$ cat src/rtl/ssrc_pkg.sv
// shared types, constants and level tables for the single switch ramp controller
// no dependencies

package ssrc_pkg;

	localparam int unsigned NUM_LEVELS_DEF = 64;
	localparam int unsigned LVL_W          = 6;
	localparam int unsigned CNT_W          = 8;
	localparam int unsigned HIST_W         = 4;
	localparam int unsigned COLOR_W        = 2;
	localparam int unsigned ADDR_W         = 5;
	localparam int unsigned DATA_W         = 32;
	localparam int unsigned IN_TDATA_W     = 16;
	localparam int unsigned OUT_TDATA_W    = 24;

	// register map, index into the config space (byte address = 4 * index)
	typedef enum logic [2:0] {
		REG_LONG_PRESS  = 3'd0,
		REG_RAMP_STEP   = 3'd1,
		REG_REV_TIMEOUT = 3'd2,
		REG_LOW_THR     = 3'd3,
		REG_CRIT_THR    = 3'd4,
		REG_LOWBATT_DLY = 3'd5,
		REG_GREEN_THR   = 3'd6,
		REG_YELLOW_THR  = 3'd7
	} reg_idx_t;

	// battery color codes
	localparam logic [COLOR_W-1:0] COLOR_OFF    = 2'd0;
	localparam logic [COLOR_W-1:0] COLOR_GREEN  = 2'd1;
	localparam logic [COLOR_W-1:0] COLOR_YELLOW = 2'd2;
	localparam logic [COLOR_W-1:0] COLOR_RED    = 2'd3;

	// register reset values
	localparam logic [7:0] LONG_PRESS_RST  = 8'd21;
	localparam logic [4:0] RAMP_STEP_RST   = 5'd2;
	localparam logic [7:0] REV_TIMEOUT_RST = 8'd64;
	localparam logic [7:0] LOW_THR_RST     = 8'd124;
	localparam logic [7:0] CRIT_THR_RST    = 8'd114;
	localparam logic [7:0] LOWBATT_DLY_RST = 8'd188;
	localparam logic [7:0] GREEN_THR_RST   = 8'd156;
	localparam logic [7:0] YELLOW_THR_RST  = 8'd142;

	localparam logic [CNT_W-1:0]  CNT_MAX  = 8'hFF;
	localparam logic [HIST_W-1:0] HIST_IDLE = 4'b0000;

	typedef struct packed {
		logic [7:0] long_press;
		logic [4:0] ramp_step;
		logic [7:0] rev_timeout;
		logic [7:0] low_thr;
		logic [7:0] crit_thr;
		logic [7:0] lowbatt_dly;
		logic [7:0] green_thr;
		logic [7:0] yellow_thr;
	} cfg_t;

	typedef struct packed {
		logic [HIST_W-1:0]  hist;
		logic [CNT_W-1:0]   press;
		logic [CNT_W-1:0]   on;
		logic [CNT_W-1:0]   click_gap;
		logic [LVL_W-1:0]   saved;
		logic [LVL_W-1:0]   mode;
		logic               ramp_up;
		logic [CNT_W-1:0]   lowbatt;
		logic [COLOR_W-1:0] color;
	} state_t;

	typedef struct packed {
		logic [LVL_W-1:0]   level_index;
		logic [7:0]         pwm_duty;
		logic [7:0]         pwm_period;
		logic [COLOR_W-1:0] battery_color;
	} result_t;

	localparam logic [7:0] DUTY_ROM [64] = '{
		8'd0, 8'd1, 8'd1, 8'd1, 8'd1, 8'd1, 8'd1, 8'd1,
		8'd1, 8'd2, 8'd2, 8'd2, 8'd2, 8'd2, 8'd3, 8'd3,
		8'd3, 8'd4, 8'd4, 8'd5, 8'd5, 8'd6, 8'd6, 8'd7,
		8'd7, 8'd8, 8'd9, 8'd10, 8'd11, 8'd12, 8'd13, 8'd14,
		8'd16, 8'd17, 8'd19, 8'd21, 8'd23, 8'd25, 8'd27, 8'd30,
		8'd33, 8'd36, 8'd39, 8'd43, 8'd47, 8'd52, 8'd56, 8'd62,
		8'd68, 8'd74, 8'd81, 8'd89, 8'd97, 8'd106, 8'd116, 8'd127,
		8'd139, 8'd153, 8'd167, 8'd183, 8'd200, 8'd219, 8'd239, 8'd255
	};

	localparam logic [7:0] PERIOD_ROM [64] = '{
		8'd255, 8'd255, 8'd208, 8'd187, 8'd169, 8'd154, 8'd139, 8'd125,
		8'd111, 8'd230, 8'd200, 8'd181, 8'd164, 8'd149, 8'd215, 8'd193,
		8'd176, 8'd223, 8'd200, 8'd243, 8'd212, 8'd246, 8'd215, 8'd234,
		8'd212, 8'd222, 8'd230, 8'd235, 8'd237, 8'd237, 8'd235, 8'd232,
		8'd245, 8'd237, 8'd243, 8'd247, 8'd247, 8'd246, 8'd243, 8'd247,
		8'd249, 8'd248, 8'd246, 8'd248, 8'd248, 8'd252, 8'd248, 8'd251,
		8'd252, 8'd251, 8'd251, 8'd252, 8'd251, 8'd251, 8'd251, 8'd252,
		8'd252, 8'd254, 8'd253, 8'd253, 8'd253, 8'd254, 8'd253, 8'd255
	};

	function automatic logic [CNT_W-1:0] sat_inc(input logic [CNT_W-1:0] x);
		sat_inc = (x == CNT_MAX) ? x : x + 8'd1;
	endfunction

endpackage

$ cat src/rtl/ssrc_cfg.sv
// configuration register file with apb-style access
// depends on ssrc_pkg

module ssrc_cfg (
	input  logic                        clk,
	input  logic                        arst_n,
	input  logic                        psel,
	input  logic                        penable,
	input  logic                        pwrite,
	input  logic [ssrc_pkg::ADDR_W-1:0] paddr,
	input  logic [ssrc_pkg::DATA_W-1:0] pwdata,
	output logic [ssrc_pkg::DATA_W-1:0] prdata,
	output logic                        pready,
	output ssrc_pkg::cfg_t              cfg
);
	import ssrc_pkg::*;

	cfg_t     cfg_q;
	reg_idx_t idx;
	logic     wr_en;

	assign idx    = reg_idx_t'(paddr[ADDR_W-1:2]);
	assign pready = 1'b1;
	assign wr_en  = psel & penable & pwrite & pready;
	assign cfg    = cfg_q;

	always_ff @(posedge clk or negedge arst_n) begin
		if (!arst_n) begin
			cfg_q.long_press  <= LONG_PRESS_RST;
			cfg_q.ramp_step   <= RAMP_STEP_RST;
			cfg_q.rev_timeout <= REV_TIMEOUT_RST;
			cfg_q.low_thr     <= LOW_THR_RST;
			cfg_q.crit_thr    <= CRIT_THR_RST;
			cfg_q.lowbatt_dly <= LOWBATT_DLY_RST;
			cfg_q.green_thr   <= GREEN_THR_RST;
			cfg_q.yellow_thr  <= YELLOW_THR_RST;
		end else if (wr_en) begin
			unique case (idx)
				REG_LONG_PRESS:  cfg_q.long_press  <= pwdata[7:0];
				REG_RAMP_STEP:   cfg_q.ramp_step   <= pwdata[4:0];
				REG_REV_TIMEOUT: cfg_q.rev_timeout <= pwdata[7:0];
				REG_LOW_THR:     cfg_q.low_thr     <= pwdata[7:0];
				REG_CRIT_THR:    cfg_q.crit_thr    <= pwdata[7:0];
				REG_LOWBATT_DLY: cfg_q.lowbatt_dly <= pwdata[7:0];
				REG_GREEN_THR:   cfg_q.green_thr   <= pwdata[7:0];
				REG_YELLOW_THR:  cfg_q.yellow_thr  <= pwdata[7:0];
				default: ;
			endcase
		end
	end

	always_comb begin
		prdata = '0;
		unique case (idx)
			REG_LONG_PRESS:  prdata = {24'd0, cfg_q.long_press};
			REG_RAMP_STEP:   prdata = {27'd0, cfg_q.ramp_step};
			REG_REV_TIMEOUT: prdata = {24'd0, cfg_q.rev_timeout};
			REG_LOW_THR:     prdata = {24'd0, cfg_q.low_thr};
			REG_CRIT_THR:    prdata = {24'd0, cfg_q.crit_thr};
			REG_LOWBATT_DLY: prdata = {24'd0, cfg_q.lowbatt_dly};
			REG_GREEN_THR:   prdata = {24'd0, cfg_q.green_thr};
			REG_YELLOW_THR:  prdata = {24'd0, cfg_q.yellow_thr};
			default:         prdata = '0;
		endcase
	end

endmodule

$ cat src/rtl/ssrc_step.sv
// per-tick next-state and result logic: debounce, press timing, ramp, low battery
// depends on ssrc_pkg

module ssrc_step #(
	parameter int unsigned NUM_LEVELS = ssrc_pkg::NUM_LEVELS_DEF
) (
	input  ssrc_pkg::cfg_t    cfg,
	input  ssrc_pkg::state_t  cur,
	input  logic              switch_low,
	input  logic              sample_ready,
	input  logic [7:0]        battery_sample,
	output ssrc_pkg::state_t  nxt,
	output ssrc_pkg::result_t res
);
	import ssrc_pkg::*;

	localparam logic [LVL_W-1:0] MAX_LVL  = LVL_W'(NUM_LEVELS - 1);
	localparam logic [LVL_W-1:0] STEP_LVL = LVL_W'(NUM_LEVELS / 8);
	localparam logic [LVL_W-1:0] LVL_ONE  = LVL_W'(1);

	function automatic logic [LVL_W-1:0] ramp_level(input logic [LVL_W-1:0] m,
			input logic up);
		logic [LVL_W-1:0] r;
		if (up) begin
			r = (m >= MAX_LVL) ? MAX_LVL : m + LVL_ONE;
		end else begin
			r = (m <= LVL_ONE) ? LVL_ONE : m - LVL_ONE;
		end
		ramp_level = r;
	endfunction

	function automatic logic flip_dir(input logic [LVL_W-1:0] m, input logic up);
		logic r;
		r = ~up;
		if (m <= LVL_ONE) r = 1'b1;
		if (m >= MAX_LVL) r = 1'b0;
		flip_dir = r;
	endfunction

	function automatic logic [LVL_W-1:0] step_down(input logic [LVL_W-1:0] m);
		logic [LVL_W-1:0] r;
		if (m == LVL_ONE) begin
			r = '0;
		end else if (m <= STEP_LVL) begin
			r = LVL_ONE;
		end else begin
			r = m - STEP_LVL;
		end
		step_down = r;
	endfunction

	logic [8:0]       lp_plus1;
	logic [8:0]       lp_plus_step;
	logic [CNT_W-1:0] press_inc;
	logic [7:0]       thr;

	assign lp_plus1     = {1'b0, cfg.long_press} + 9'd1;
	assign lp_plus_step = {1'b0, cfg.long_press} + {4'd0, cfg.ramp_step};
	assign press_inc    = sat_inc(cur.press);

	always_comb begin
		nxt = cur;
		thr = cfg.low_thr;
		// light off keeps the release counters at zero
		if (cur.mode == '0) begin
			nxt.on        = '0;
			nxt.click_gap = '0;
		end
		nxt.hist = {cur.hist[HIST_W-2:0], switch_low};

		if (nxt.hist != HIST_IDLE) begin
			// switch held
			nxt.on      = '0;
			nxt.lowbatt = '0;
			nxt.press   = press_inc;
			if ({1'b0, press_inc} == lp_plus1) begin
				nxt.click_gap = CNT_MAX;
				nxt.mode      = ramp_level(cur.mode, cur.ramp_up);
			end
			if ({1'b0, press_inc} == lp_plus_step) nxt.press = cfg.long_press;
		end else begin
			// switch released
			if (cur.mode != '0) begin
				nxt.on        = sat_inc(cur.on);
				nxt.click_gap = sat_inc(cur.click_gap);
			end
			if (cur.press != '0 && cur.press < cfg.long_press) begin
				// short press
				if (cur.mode == '0) begin
					nxt.mode      = cur.saved;
					nxt.on        = CNT_MAX;
					nxt.click_gap = '0;
					nxt.ramp_up   = flip_dir(cur.saved, cur.ramp_up);
				end else if (nxt.click_gap < cfg.long_press && cur.mode < MAX_LVL) begin
					nxt.mode    = MAX_LVL;
					nxt.ramp_up = flip_dir(MAX_LVL, cur.ramp_up);
				end else begin
					nxt.saved = cur.mode;
					nxt.mode  = '0;
				end
			end else if (cur.press != '0) begin
				// end of a long hold
				nxt.ramp_up = flip_dir(cur.mode, cur.ramp_up);
			end else begin
				if (nxt.on == cfg.rev_timeout) nxt.ramp_up = flip_dir(cur.mode, cur.ramp_up);
				if (cur.mode != '0) begin
					thr = (cur.mode == LVL_ONE) ? cfg.crit_thr : cfg.low_thr;
					if (sample_ready) begin
						nxt.lowbatt = (battery_sample < thr) ? sat_inc(cur.lowbatt) : '0;
						if (battery_sample > cfg.green_thr) begin
							nxt.color = COLOR_GREEN;
						end else if (battery_sample > cfg.yellow_thr) begin
							nxt.color = COLOR_YELLOW;
						end else begin
							nxt.color = COLOR_RED;
						end
					end
					if (nxt.lowbatt >= cfg.lowbatt_dly) begin
						nxt.mode    = step_down(cur.mode);
						nxt.lowbatt = '0;
					end
				end
			end
			nxt.press = '0;
		end

		if (nxt.mode == '0) nxt.color = COLOR_OFF;

		res.level_index   = nxt.mode;
		res.pwm_duty      = DUTY_ROM[nxt.mode];
		res.pwm_period    = PERIOD_ROM[nxt.mode];
		res.battery_color = nxt.color;
	end

endmodule

$ cat src/rtl/single_switch_ramp_controller.sv
// single switch ramp controller: one tick in, one level/duty/period/color result out
// path: input register, then result register, from input transfer to result
// throughput: one tick per cycle while m_tready does not stall the result stream; the tick update is a
// single combinational pass between the input register and the state/result registers
// reset: arst_n asynchronous active low; light off, level memory 1, ramp upward,
// config registers at their defaults
// depends on ssrc_pkg, ssrc_cfg, ssrc_step

module single_switch_ramp_controller #(
	parameter int unsigned NUM_LEVELS = ssrc_pkg::NUM_LEVELS_DEF
) (
	input  logic                             clk,
	input  logic                             arst_n,
	// tick input stream
	input  logic                             s_tvalid,
	output logic                             s_tready,
	// [0] switch_low, [8:1] battery_sample, [15:9] zero
	input  logic [ssrc_pkg::IN_TDATA_W-1:0]  s_tdata,
	// [0] sample_ready
	input  logic                             s_tuser,
	// result stream
	output logic                             m_tvalid,
	input  logic                             m_tready,
	// [5:0] level_index, [13:6] pwm_duty, [21:14] pwm_period, [23:22] battery_color
	output logic [ssrc_pkg::OUT_TDATA_W-1:0] m_tdata,
	// configuration port
	input  logic                             psel,
	input  logic                             penable,
	input  logic                             pwrite,
	input  logic [ssrc_pkg::ADDR_W-1:0]      paddr,
	input  logic [ssrc_pkg::DATA_W-1:0]      pwdata,
	output logic [ssrc_pkg::DATA_W-1:0]      prdata,
	output logic                             pready
);
	import ssrc_pkg::*;

	cfg_t    cfg;
	state_t  state_q;
	state_t  state_nxt;
	result_t res;
	result_t res_q;

	// input register stage
	logic       valid_s1;
	logic       switch_s1;
	logic       ready_s1;
	logic [7:0] sample_s1;

	logic out_valid_q;
	logic advance;   // stage 1 item may move into the result register
	logic in_xfer;

	assign advance  = ~out_valid_q | m_tready;
	assign s_tready = ~valid_s1 | advance;
	assign in_xfer  = s_tvalid & s_tready;

	ssrc_cfg u_cfg (
		.clk     (clk),
		.arst_n  (arst_n),
		.psel    (psel),
		.penable (penable),
		.pwrite  (pwrite),
		.paddr   (paddr),
		.pwdata  (pwdata),
		.prdata  (prdata),
		.pready  (pready),
		.cfg     (cfg)
	);

	ssrc_step #(
		.NUM_LEVELS (NUM_LEVELS)
	) u_step (
		.cfg            (cfg),
		.cur            (state_q),
		.switch_low     (switch_s1),
		.sample_ready   (ready_s1),
		.battery_sample (sample_s1),
		.nxt            (state_nxt),
		.res            (res)
	);

	// control: stage valid, result valid and the tick state itself
	always_ff @(posedge clk or negedge arst_n) begin
		if (!arst_n) begin
			valid_s1          <= 1'b0;
			out_valid_q       <= 1'b0;
			state_q.hist      <= '0;
			state_q.press     <= '0;
			state_q.on        <= '0;
			state_q.click_gap <= '0;
			state_q.saved     <= LVL_W'(1);
			state_q.mode      <= '0;
			state_q.ramp_up   <= 1'b1;
			state_q.lowbatt   <= '0;
			state_q.color     <= COLOR_OFF;
		end else begin
			if (in_xfer) begin
				valid_s1 <= 1'b1;
			end else if (advance) begin
				valid_s1 <= 1'b0;
			end
			if (advance) begin
				out_valid_q <= valid_s1;
			end
			// state moves exactly once per tick, when the tick reaches the result register
			if (valid_s1 && advance) begin
				state_q <= state_nxt;
			end
		end
	end

	// payload registers
	always_ff @(posedge clk) begin
		if (in_xfer) begin
			switch_s1 <= s_tdata[0];
			sample_s1 <= s_tdata[8:1];
			ready_s1  <= s_tuser;
		end
		if (valid_s1 && advance) begin
			res_q <= res;
		end
	end

	assign m_tvalid = out_valid_q;
	assign m_tdata  = {res_q.battery_color, res_q.pwm_period, res_q.pwm_duty,
		res_q.level_index};

endmodule
$ cat config.mk
export PLATFORM = sky130hd
export DESIGN_NAME = single_switch_ramp_controller
export DESIGN_NICKNAME = d
export VERILOG_FILES = /design/src/rtl/ssrc_pkg.sv /design/src/rtl/ssrc_cfg.sv /design/src/rtl/ssrc_step.sv /design/src/rtl/single_switch_ramp_controller.sv
export SDC_FILE = /design/constraint.sdc
export NUM_CORES = 1
export LEC_CHECK = 0
export ABC_AREA = 0
export BUFFER_PORTS_ARGS = -buffer_cell sky130_fd_sc_hd__buf_2
export CAP_MARGIN = 15
export CORE_MARGIN = 2
export CORE_UTILIZATION = 50
export DETAILED_ROUTE_END_ITERATION = 16
export GPL_ROUTABILITY_DRIVEN = 0
export PLACE_DENSITY = 0.72
export SYNTH_ARGS = -nofsm -noshare
export SYNTH_HDL_FRONTEND = slang
export SYNTH_SLANG_ARGS = --single-unit
$ cat constraint.sdc
create_clock -name clk -period 6.1 [get_ports clk]
set_input_delay 1.22 -clock clk [delete_from_list [all_inputs] [get_ports clk]]
set_output_delay 1.22 -clock clk [all_outputs]
set_load 0.01 [all_outputs]
==> results by stage <==
Timing:
- Subtracting the final worst setup slack from the clock period gives 5.92 ns.
- The remaining max-slew budget at the tightest pin is 0.244.
- The count of pins over their slew limit was 0.
- The final setup violation count is 0.
- The top achievable clock speed is 0.169 GHz.
- The post-route clock period utilization is 0.970.
- The slew at the pin closest to its max-slew limit is 1.13 ns.
- The final count of hold timing violations is 0.
- The final worst clock skew is 0.0140 ns.

Place:
- The half-perimeter wire length after detailed placement is 20.1 mm.
- The placed instances occupy a cell area of 11400 µm².
- Port buffering added 61 buffers.
- The cell count after placement is about 1500.

Global routing:
- The first-pass GRT wire length is 46.3 mm.
- The maximum number of pins on one net before global-route repair is just over 60.
- Across every metal layer, demand over resource in global routing totals 0.257.
- For this run the aggregate overflow at the end of global routing stands at 0.
- The via count of the first global-routing pass came to ~9000.
- The number of antenna violations at the first check in global routing was 0.

Logic synthesis:
- Sorting the synthesized cells by area gives the leading types as dfrtp_1, edfxtp_1, ha_1.
- The most common flop cell mapped by yosys is dfrtp_1.
- For this run, the number of Yosys warnings is 0.
- The synthesized netlist occupies a cell area of 10900 µm².
- The top-area cell type share of the netlist area is 0.194.
- The share of synthesized area occupied by flip-flops and latches is 0.358.
- Counting flops and latches in the post-synthesis netlist gives ~150.
- For this run, asynchronously set or reset flops after synthesis account for 0.769.
- In the synthesized netlist, the number of instances is 1228.
- The number of different library cells used by synthesis comes to 85.
- The average instance in the mapped netlist occupies 8.85 µm².
- The cell taking the most area after synthesis is dfrtp_1.
- Counting flops with a built-in enable in the synthesized netlist gives 34.

Setup path:
- The highest net fanout along the worst path is 5.
- Measured in cells, the most critical reg-to-reg path has a length of 26.
- The startpoint kind of the worst setup timing path is a flop.
- The endpoint type of the worst setup path is a flop.
- STA puts the critical path data arrival time at 6.10 ns.
- The path type of the worst setup path is reg -> reg.
- Data on the critical path is required at its endpoint by 6.28 ns.

Die:
- The number of rows in the core area is 53.
- The number of I/O pins is 120.
- The core region is 21200 µm².
- The area enclosed by the die boundary is 22900 µm².
- The initial cell density of the core is 0.514.
- The die span in y is 151 µm.
- From left edge to right edge, the die measures ~150 µm.

Layout:
- For this run, the post-layout net count is 1422.
- The register cell area after layout is just under 4000 µm².
- Summing all non-filler instances in the final layout gives an area of 12300 µm².
- In the final layout, the multi-input gates occupy 6460 µm².
- From synthesis to final layout, the design area changed by 12.8%.
- In the final layout, the share of cells above drive strength 1 is 0.213.
- The count of cells in the finished layout, fillers not included, comes to 1578.
- The antenna diode instance count is 0.
- The count of fill cells added during filler insertion is around 1900.

Clocking:
- CTS placed an instance of clkbuf_16 at the clock tree root.
- After clock tree synthesis, the clock-pin slew on the worst setup and hold paths is approximately 0.060 ns.
- The number of clock buffers inserted by TritonCTS is 17.
- At the later pin of the worst-skew pair, clock insertion delay measures between 0.4 and 0.5 ns.
- The number of levels the H-tree was split into is 4.
- TritonCTS built the clock tree.
- The buffer depth of the longest clock path is 2.
- For this design, the sink count on the clock tree is roughly 150.
- The count of hold-fix buffers inserted at cts is 0.

Route:
- The via count of the routed design is 9565.
- Dividing the detail-routed wire length by the instance count gives between 15 and 20 µm.
- The total wire length after detailed routing is 28.6 mm.
- The remaining antenna violation count is 0.
- For this run, the detailed router's first-pass iteration total came to 5.
- The detailed router finished its first iteration with roughly 750 violations.
- After detailed routing, the number of vias per cell comes to around 6.
- In the routed design, unresolved DRC markers number 0.

Hold path:
- The kind of path behind the tightest hold check is reg -> reg.
- The depth of the worst hold-timing path is 2.

Power:
- For this design the ratio of total power to cell area is 456 nW/µm².
- The worst IR drop on VDD is 0.000332 V.
- The static leakage is approximately 5.3 nW.

Outcome:
- The run finished with clean final reports.

Job:
- The tool flagged a number of max-cap violations equal to 0.
[registers in the layout, indices dropped and copies added, names as in the netlist]
signal     cells
ready_s1       1
sample_s1      8
valid_s1       1
switch_s1      1
state_q       50
m_tdata       24
u_cfg.cfg     61
m_tvalid       1
[where the power goes]
part	switching (mW)	internal, mW	total, mW
Combinational	1.80	1.24	3.04
Sequential	0.244	1.31	1.56
Clock	0.458	0.534	0.992
[synthesized netlist by cell type (17+ instances only)]
cell,count
a211oi_1,17
a21oi_1,70
a31oi_1,18
buf_4,34
clkbuf_1,43
dfrtp_1,84
dfstp_2,29
edfxtp_1,34
ha_1,70
inv_1,58
mux2_2,37
mux2i_1,37
nand2_1,139
nand3_1,34
nor2_1,86
nor3_1,23
o21ai_0,103
xnor2_1,29
[path summary, 6_finish.rpt]
| check | startpoint | to | slack (ns) |
|---|---|---|---|
| worst min-delay path | state_q[1] | state_q[1] | 0.47 |
| worst max register to register | state_q[16] | m_tdata[14] | 0.18 |
| min in group asynchronous | arst_n | u_cfg.cfg[6] | 0.85 |
| worst max-delay path | state_q[16] | m_tdata[14] | 0.18 |
| worst min register to register | state_q[1] | state_q[1] | 0.47 |
| max in group asynchronous | arst_n | state_q[25] | 4.02 |
[cell type report]
| type | instances | area share |
|---|---|---|
| inverter | 65 | 0.0225 |
| timing repair buffer | 116 | 0.0594 |
| timing repair inverter | 1 | 0.000715 |
| tap | 275 | 0.0281 |
| clock buffer | 18 | 0.0350 |
| multi-input combinational | 942 | 0.527 |
| sequential | 147 | 0.317 |
| clock inverter | 14 | 0.0101 |
[placed cells by master, fill, tap and decap left out, drive strengths merged, types with 13 or more instances in the layout]
cell type and instances:
nand2 139, nor2b 13, dfstp 29, nor3 23, ha 70, dfrtp 84, o21ai 112, a211oi 20
mux2i 37, xnor2 29, conb 25, a21o 15, nor2 90, buf 116, nand3 35, clkbuf 18
a21oi 70, and3 13, mux2 37, a31oi 18, edfxtp 34, inv 69, nand4 14
[cells by family after synthesis]
family,Yosys count,synth area share
multiplexers,75,0.0745
XOR/XNOR,41,0.0331
adder cells (fa/ha/maj),71,0.0825
buffers and inverters,162,0.0748
other,2,0.000691
AND/OR/NAND/NOR,390,0.173
flip-flops,147,0.358
AO/OA/AOI/OAI,340,0.203
[timing repair]
| item | in CTS | in global routing |
|---|---|---|
| gates cloned | 0 | 1 |
| setup endpoints to repair | 12 | 12 |
| pin swaps | 6 | 11 |
| setup buffers | 1 | 5 |
| resized for setup | 14 | 40 |
[critical path, stage by stage (launching register included)]
cell and delay, ns:
dfrtp_1 0.40, nor4_4 0.37, nand2_2 0.18, buf_4 0.19, buf_4 0.16, mux2i_2 0.23, ha_1 0.26, or3_1 0.36
o21ai_1 0.10, o31ai_2 0.11, and2_1 0.19, buf_4 0.15, nor2_2 0.15, ha_1 0.29, a211oi_2 0.22, nand3_1 0.11
a21oi_2 0.18, or2_4 0.20, or3_1 0.14, a311oi_2 0.11, a211o_2 0.43, buf_4 0.18, ha_2 0.22, nor2_1 0.15
a21oi_1 0.07, o2111a_1 0.24, a211o_1 0.26
[layer usage]
metal,GRT usage,routed length [µm],vias up
met2,0.411,13400,416
met1,0.356,12400,4540
li1,-,-,4544
met5,0,0,-
met4,0.0832,755,0
met3,0.0410,2060,65
[metrics by stage]
step | power, mW | utilization | hold slack [ns] | setup WS, ns | setup TNS, ns
floorplan | 3.59 | - | 0.445 | 0.0859 | 0
global placement | 4.32 | 0.541 | 0.461 | -0.147 | -0.341
detailed placement | 4.36 | 0.541 | 0.462 | -0.223 | -0.993
CTS | 5.42 | 0.570 | 0.479 | 0.0208 | 0
global route | 5.98 | 0.579 | 0.518 | -0.0420 | -0.128
finish | 5.59 | 0.579 | 0.475 | 0.182 | 0
Note: power is estimated with default switching activity, not from simulation.
